===== config.mk =====
export PLATFORM = sky130hd
export DESIGN_NAME = hva_ctrl
export DESIGN_NICKNAME = d
export VERILOG_FILES = /design/src/rtl/core/hva_pkg.sv /design/src/rtl/core/hva_ctrl.sv
export SDC_FILE = /design/constraint.sdc
export NUM_CORES = 1
export LEC_CHECK = 0
export BUFFER_PORTS_ARGS = -buffer_cell sky130_fd_sc_hd__buf_2
export CAP_MARGIN = 20
export CORE_AREA = 8 8 45 47
export CTS_BUF_LIST = sky130_fd_sc_hd__clkbuf_16
export DETAILED_ROUTE_END_ITERATION = 8
export DIE_AREA = 0 0 53 55
export HOLD_SLACK_MARGIN = 0.02
export PLACE_DENSITY = 0.45
export SLEW_MARGIN = 20
export SYNTH_ARGS = -nofsm -noshare
export SYNTH_HDL_FRONTEND = slang
export SYNTH_SLANG_ARGS = --single-unit

===== constraint.sdc =====
create_clock -name i_clk -period 1.56 [get_ports i_clk]
set_clock_uncertainty 0.15 [all_clocks]
set_input_delay 0.156 -clock i_clk [delete_from_list [all_inputs] [get_ports i_clk]]
set_output_delay 0.156 -clock i_clk [all_outputs]
set_load 0.01 [all_outputs]

===== src/rtl/core/hva_pkg.sv =====
// Shared types and constants of the hard voxel assign unit.
// Depends on nothing; imported by every module of the block.
package hva_pkg;

    // Grid geometry (cells per axis as powers of two)
    localparam int unsigned GRID_X_LOG2 = 8;
    localparam int unsigned GRID_Y_LOG2 = 8;
    localparam int unsigned GRID_Z_LOG2 = 2;
    localparam int unsigned CELL_AW     = GRID_X_LOG2 + GRID_Y_LOG2 + GRID_Z_LOG2;
    localparam int unsigned AXIS_LOG [3] = '{GRID_X_LOG2, GRID_Y_LOG2, GRID_Z_LOG2};

    // Quotient bits produced by the dividers: one per cycle
    localparam int unsigned DIV_STEPS = 8;
    localparam int unsigned CNT_W     = $clog2(DIV_STEPS);

    localparam int unsigned MAX_VOXELS = 16384;
    localparam int unsigned MAX_POINTS = 32;
    localparam int unsigned VOXEL_AW   = $clog2(MAX_VOXELS);
    localparam int unsigned OPEN_W     = VOXEL_AW + 1;
    localparam int unsigned FILL_W     = $clog2(MAX_POINTS) + 1;

    localparam int unsigned POS_W  = 20;
    localparam int unsigned STEP_W = 16;
    localparam int unsigned REFL_W = 16;
    localparam int unsigned CFG_W  = 20;
    localparam int unsigned DVS_W  = STEP_W + DIV_STEPS - 1;
    localparam int unsigned BND_W  = STEP_W + DIV_STEPS;

    typedef enum logic [2:0] {
        CFG_ORIGIN_X  = 3'd0,
        CFG_ORIGIN_Y  = 3'd1,
        CFG_ORIGIN_Z  = 3'd2,
        CFG_STEP_X    = 3'd3,
        CFG_STEP_Y    = 3'd4,
        CFG_STEP_Z    = 3'd5,
        CFG_PT_LIMIT  = 3'd6,
        CFG_VOX_LIMIT = 3'd7
    } t_cfg_idx;

    typedef enum logic [2:0] {
        ST_OUT_RANGE = 3'd0,
        ST_NEW_VOXEL = 3'd1,
        ST_ADDED     = 3'd2,
        ST_FULL      = 3'd3,
        ST_LIMIT     = 3'd4
    } t_hva_status;

    typedef enum logic [2:0] {
        S_IDLE,
        S_DIV,
        S_CELL,
        S_VOXEL,
        S_COMMIT
    } t_hva_state;

    typedef struct packed {
        logic                    frame_start;
        logic signed [POS_W-1:0] pos_x;
        logic signed [POS_W-1:0] pos_y;
        logic signed [POS_W-1:0] pos_z;
        logic [REFL_W-1:0]       reflectance;
    } t_hva_in;

    typedef struct packed {
        logic [2:0]              status;
        logic [13:0]             voxel_num;
        logic [4:0]              slot;
        logic [7:0]              cell_x;
        logic [7:0]              cell_y;
        logic [1:0]              cell_z;
        logic signed [POS_W-1:0] out_x;
        logic signed [POS_W-1:0] out_y;
        logic signed [POS_W-1:0] out_z;
        logic [REFL_W-1:0]       out_reflectance;
    } t_hva_out;

    // Controller commands to the datapath
    typedef struct packed {
        logic load;
        logic div_step;
        logic commit;
        logic reject;
    } t_hva_cmd;

    // Datapath status to the controller
    typedef struct packed {
        logic in_range;
    } t_hva_sts;

endpackage


===== src/rtl/core/hva_ctrl.sv =====
// Sequencing controller of the hard voxel assign unit.
// Depends on hva_pkg; drives the command struct of hva_dp.
module hva_ctrl import hva_pkg::*; (
    input  logic     i_clk,
    input  logic     i_rst_n,
    input  logic     start,
    output logic     busy,
    input  t_hva_sts i_sts,
    output t_hva_cmd o_cmd
);

    t_hva_state       r_state, n_state;
    logic [CNT_W-1:0] r_cnt, n_cnt;

    // State and step counter
    always_ff @(posedge i_clk) begin
        if (!i_rst_n) begin
            r_state <= S_IDLE;
            r_cnt   <= '0;
        end else begin
            r_state <= n_state;
            r_cnt   <= n_cnt;
        end
    end

    // Next state and commands
    always_comb begin
        n_state = r_state;
        n_cnt   = r_cnt;
        o_cmd   = '0;
        unique case (r_state)
            S_IDLE: begin
                if (start) begin
                    o_cmd.load = 1'b1;
                    n_cnt      = '0;
                    n_state    = S_DIV;
                end
            end
            S_DIV: begin
                o_cmd.div_step = 1'b1;
                n_cnt          = r_cnt + 1'b1;
                if (r_cnt == CNT_W'(DIV_STEPS - 1)) begin
                    if (i_sts.in_range) begin
                        n_state = S_CELL;
                    end else begin
                        o_cmd.reject = 1'b1;
                        n_state      = S_IDLE;
                    end
                end
            end
            S_CELL:  n_state = S_VOXEL;
            S_VOXEL: n_state = S_COMMIT;
            S_COMMIT: begin
                o_cmd.commit = 1'b1;
                n_state      = S_IDLE;
            end
            default: n_state = S_IDLE;
        endcase
    end

    assign busy = (r_state != S_IDLE);

`ifndef SYNTHESIS
    // An accepted transaction makes the block busy; busy is decoded from the registered state
    a_start_busy: assert property (@(posedge i_clk) disable iff (!i_rst_n)
        (start && !busy) |=> busy)
        else $error("busy not raised after start");

    // Commit and reject are mutually exclusive and never with load
    a_cmd_excl: assert property (@(posedge i_clk) disable iff (!i_rst_n)
        $onehot0({o_cmd.load, o_cmd.commit, o_cmd.reject}))
        else $error("conflicting commands");

    // Commit follows the voxel lookup state
    a_commit_seq: assert property (@(posedge i_clk) disable iff (!i_rst_n)
        o_cmd.commit |-> $past(r_state) == S_VOXEL)
        else $error("commit out of sequence");
`endif

endmodule


; Word level (Yosys, flattened, before mapping)
; Index checks and enable logic that the tools add are counted.
[totals]
ff_bits = 6
inputBits = 4
output_inout_bits = 5
elab_cells = 28
[op_classes]
addsub = 1
eq_ne = 7
n_mux = 13
reduce_logical = 5
[op_table]
columns = cell, n
row1 = $pmux W3 S4, 1
row2 = $mux W3, 3
row3 = $mux W1, 7
row4 = $eq A3 B2 Y1 const B, 2
row5 = $eq A3 B3 Y1 const B, 2
row6 = $pmux W3 S2, 1
row7 = $ne A2 B2 Y1 const B, 2
row8 = $reduce_and A2 Y1, 2
row9 = $add A3 B1 Y3 const B, 1
row10 = $eq A3 B1 Y1 const B, 1
row11 = $logic_not A3 Y1, 1
row12 = $reduce_bool A3 Y1, 1
row13 = $mux W2, 1
row14 = $reduce_bool A2 Y1, 1

; Logic depth before layout (Yosys ltp)
[logic_depth]
depth_word = 3
mapped_depth = 4
mapped_depth_nobuf = 4

; Worst setup path before layout
; Ideal clock, no wire load.
[synth_timing]
path_kind = reg-to-output
startpoint = reg r_state[0]
endpoint = out o_cmd[3] in the netlist's numbering
arrival_ps = 943
path_slack_ps = 311
stages_incl_launch_ff = 4
n_path_buf = 1
path_cell_list = dfxtp_1 -> buf_6 -> or3_4 -> nor2_2
[synth_rtl]
columns = element, line_no
row1 = "start, declared", hva_ctrl.sv:12  ; t_hva_state r_state, n_state;
row2 = "start signal, assigned", hva_ctrl.sv:21  ; r_state <= n_state;
row3 = "end, declared", hva_ctrl.sv:9  ; output t_hva_cmd o_cmd

==> summary.txt <==
post-CTS setup buffer count: 0
r2r setup slk: 0.33 ns
Yosys warning count: 0
setup_tns: 0 ns
clock slew at reported path FFs: 0.03 ns
critical path arrival: 1.19 ns
GRT overflow: 0
Area Growth Syn to Fin: 44.72%
H-tree Lvls: 1
Hold Crit Class: primary input to flip-flop
core area: 1384 um^2
RD Place Congestion: 0.6663
syn_area_per_cell: 9.053 um^2
Worst Setup EP: o_cmd[0]
Die Y: 55 um
max cap viols: 0
final wirelength: 601 um
Sink Count: 6
CP cell instances: ha_1, ha_2, nor3b_2, buf_2
R2R Path End: r_state[0]$_SDFFE_PN0P_
worst path required time: 1.25 ns
post_cts resized: 0
CP startpoint: r_cnt[0]$_SDFFE_PN0P_
routed length per instance: 10.02 um
fin. max-slew vios: 0
n_diodes: 0
Num CTS Buffers: 3
LEAKAGE: 0.0001944 uW
total number of cells along the worst setup path: 4
largest net degree at the start of global routing: 10
Clock Tree Root: clkbuf_16
sequential fraction of the synthesis area: 0.3902
vias in the first global route: 240
DR vias/cell: 4.567
Post-DP HPWL: 457.3 um
fmax: 668.8 MHz
DR pass1 iterations: 4
Final #Nets: 52
Setup violations, final: 0
peak supply drop: 0.0007425 V
Crit Path Class: flip-flop to output pin
Final min period: 1.495 ns
vias post-DR: 274
fin util: 0.3219
I/O pin cnt: 9
PD cells: 1390 nW/um^2
CP max stage delay: 0.31 ns
Syn Nets: 40
fraction of layout cells with a size suffix above 1: 0.4545
initial antenna violation count: 0
cts hold-fix bufs: 0
Slowest-stage cell, CP: dfxtp_1
CTS Buffer Depth: 2
post-route ant nets: 0
final period utilization: 0.9584
Synth cell types: 18
unrepaired setup endpoints after global routing: false
CP Buf/Inv Count: 1
initial core utilization: 0.2224
Mapped Cells: 34
r2r worst-path depth: 4
Tot Pwr: 618.9 uW
startpoint types: flip-flop
Worst-Skew Late Latency: 0.23 ns
total track usage: 0.05036
max_slew headroom: 0.8386
global-route wire length before repair: 945 um
outcome: finished, final reports clean
actual slew at the worst max-slew pin: 0.2417 ns
reg2reg start: r_cnt[0]$_SDFFE_PN0P_
delay-heaviest family, CP: adder cells
Post-Syn Area: 307.8 um^2
critical path endpoint category: output pin
Buffers on Ports: 8
Max Fanout on Critical Path: 3
CTS tree: yes
FP Rows: 14
initial DRC count: 6
Final Hold Vio Count: 0
die area: 2915 um^2
# DRC: 0
Yosys reg bits: 6
Chip Width: 53 um
-- how the worst min path moves through the flow --
stage / start / to / slack, ns / depth (start not counted)
after global routing: start / r_state[0]$_SDFFE_PN0P_ / 0.07 / 2
after CTS: start / r_state[0]$_SDFFE_PN0P_ / 0.06 / 2
after floorplan: start / r_state[0]$_SDFFE_PN0P_ / 0.16 / 1
after detailed placement: start / r_state[0]$_SDFFE_PN0P_ / 0.29 / 2
after global placement: start / r_state[0]$_SDFFE_PN0P_ / 0.30 / 2
final: start / r_state[0]$_SDFFE_PN0P_ / 0.06 / 2
-- cell usage in the layout, fill, tap and decap left out --
master     n
a21boi_1   1
and3_2     1
buf_2      8
clkbuf_16  3
dfxtp_1    5
dfxtp_2    1
ha_1       1
ha_2       1
inv_1      2
nand2_1    5
nand2_2    1
nand2b_1   2
nand4b_1   1
nor2_2     2
nor2b_1    1
nor3b_1    1
nor3b_2    1
o21a_1     1
o21ai_0    1
o22ai_1    3
o311a_2    1
or3_4      1
-- cells in the mapped netlist (all sizes together) --
cell type / instances / area (um^2)
nor2: 2 / 10.01
dfxtp: 6 / 120.1
nand4b: 1 / 8.760
o311a: 1 / 11.26
o22ai: 3 / 18.77
nand2b: 2 / 12.51
ha: 2 / 25.02
nand2: 6 / 22.52
or3: 1 / 11.26
o21ai: 1 / 5.000
nor3b: 2 / 15.01
buf: 1 / 11.26
o21a: 1 / 7.510
inv: 2 / 7.510
a21boi: 1 / 7.510
and3: 1 / 7.510
nor2b: 1 / 6.260
-- layer usage --
layer,vias to the layer above,global-route usage,wire (um)
met2,10,0.06641,237
met1,122,0.04580,263
met3,2,0.04278,73
met5,-,0,0
li1,140,-,-
met4,0,0.05172,27
-- layout make-up --
cell class / instances / area, um^2
fillers: 146 / 938.4
multi-input cells: 25 / 181.4
flip-flops and latches: 6 / 121.4
clock buffers: 3 / 75.07
repair buffers: 8 / 40.04
well taps: 16 / 20.02
inverters: 2 / 7.507
-- cells by family (layout without fill, tap and decap cells) --
kind of cell | after synthesis | after routing | synth area share
AOI/OAI and AO/OA | 7 | 7 | 0.1626
adders and majority gates | 2 | 2 | 0.08129
buffers and inverters | 3 | 13 | 0.06098
DFF | 6 | 6 | 0.3903
and+or+nand+nor | 16 | 16 | 0.3049
-- state kept, by name (all words and copies together), names as in the netlist --
signal and flops:
r_state 3, r_cnt 3
-- power by group --
part           leakage [uW]  internal [uW]  switching [uW]
Clock             0.0000370            329            86.5
Combinational      0.000108           18.8            19.3
Sequential        0.0000491            160            5.68
-- through the flow --
stage               area, um^2  hold slack, ns  setup slack (ns)  std cells
floorplan                307.8          0.1605            0.3114         34
detailed placement       356.6          0.2937            0.2492         57
global placement         356.6          0.3001            0.2352         57
global route             445.4         0.07183          0.005288         60
finish                   445.4         0.05551           0.06489         60
CTS                      431.7         0.05880          0.003445         60
-- worst reg2reg max path: cells and delay by family (launching register included) --
kind            cells  cell delay [ns]
flops               1             0.31
fa+ha+maj           2             0.37
compound gates      2             0.33
Note: power is estimated with default switching activity, not from simulation.
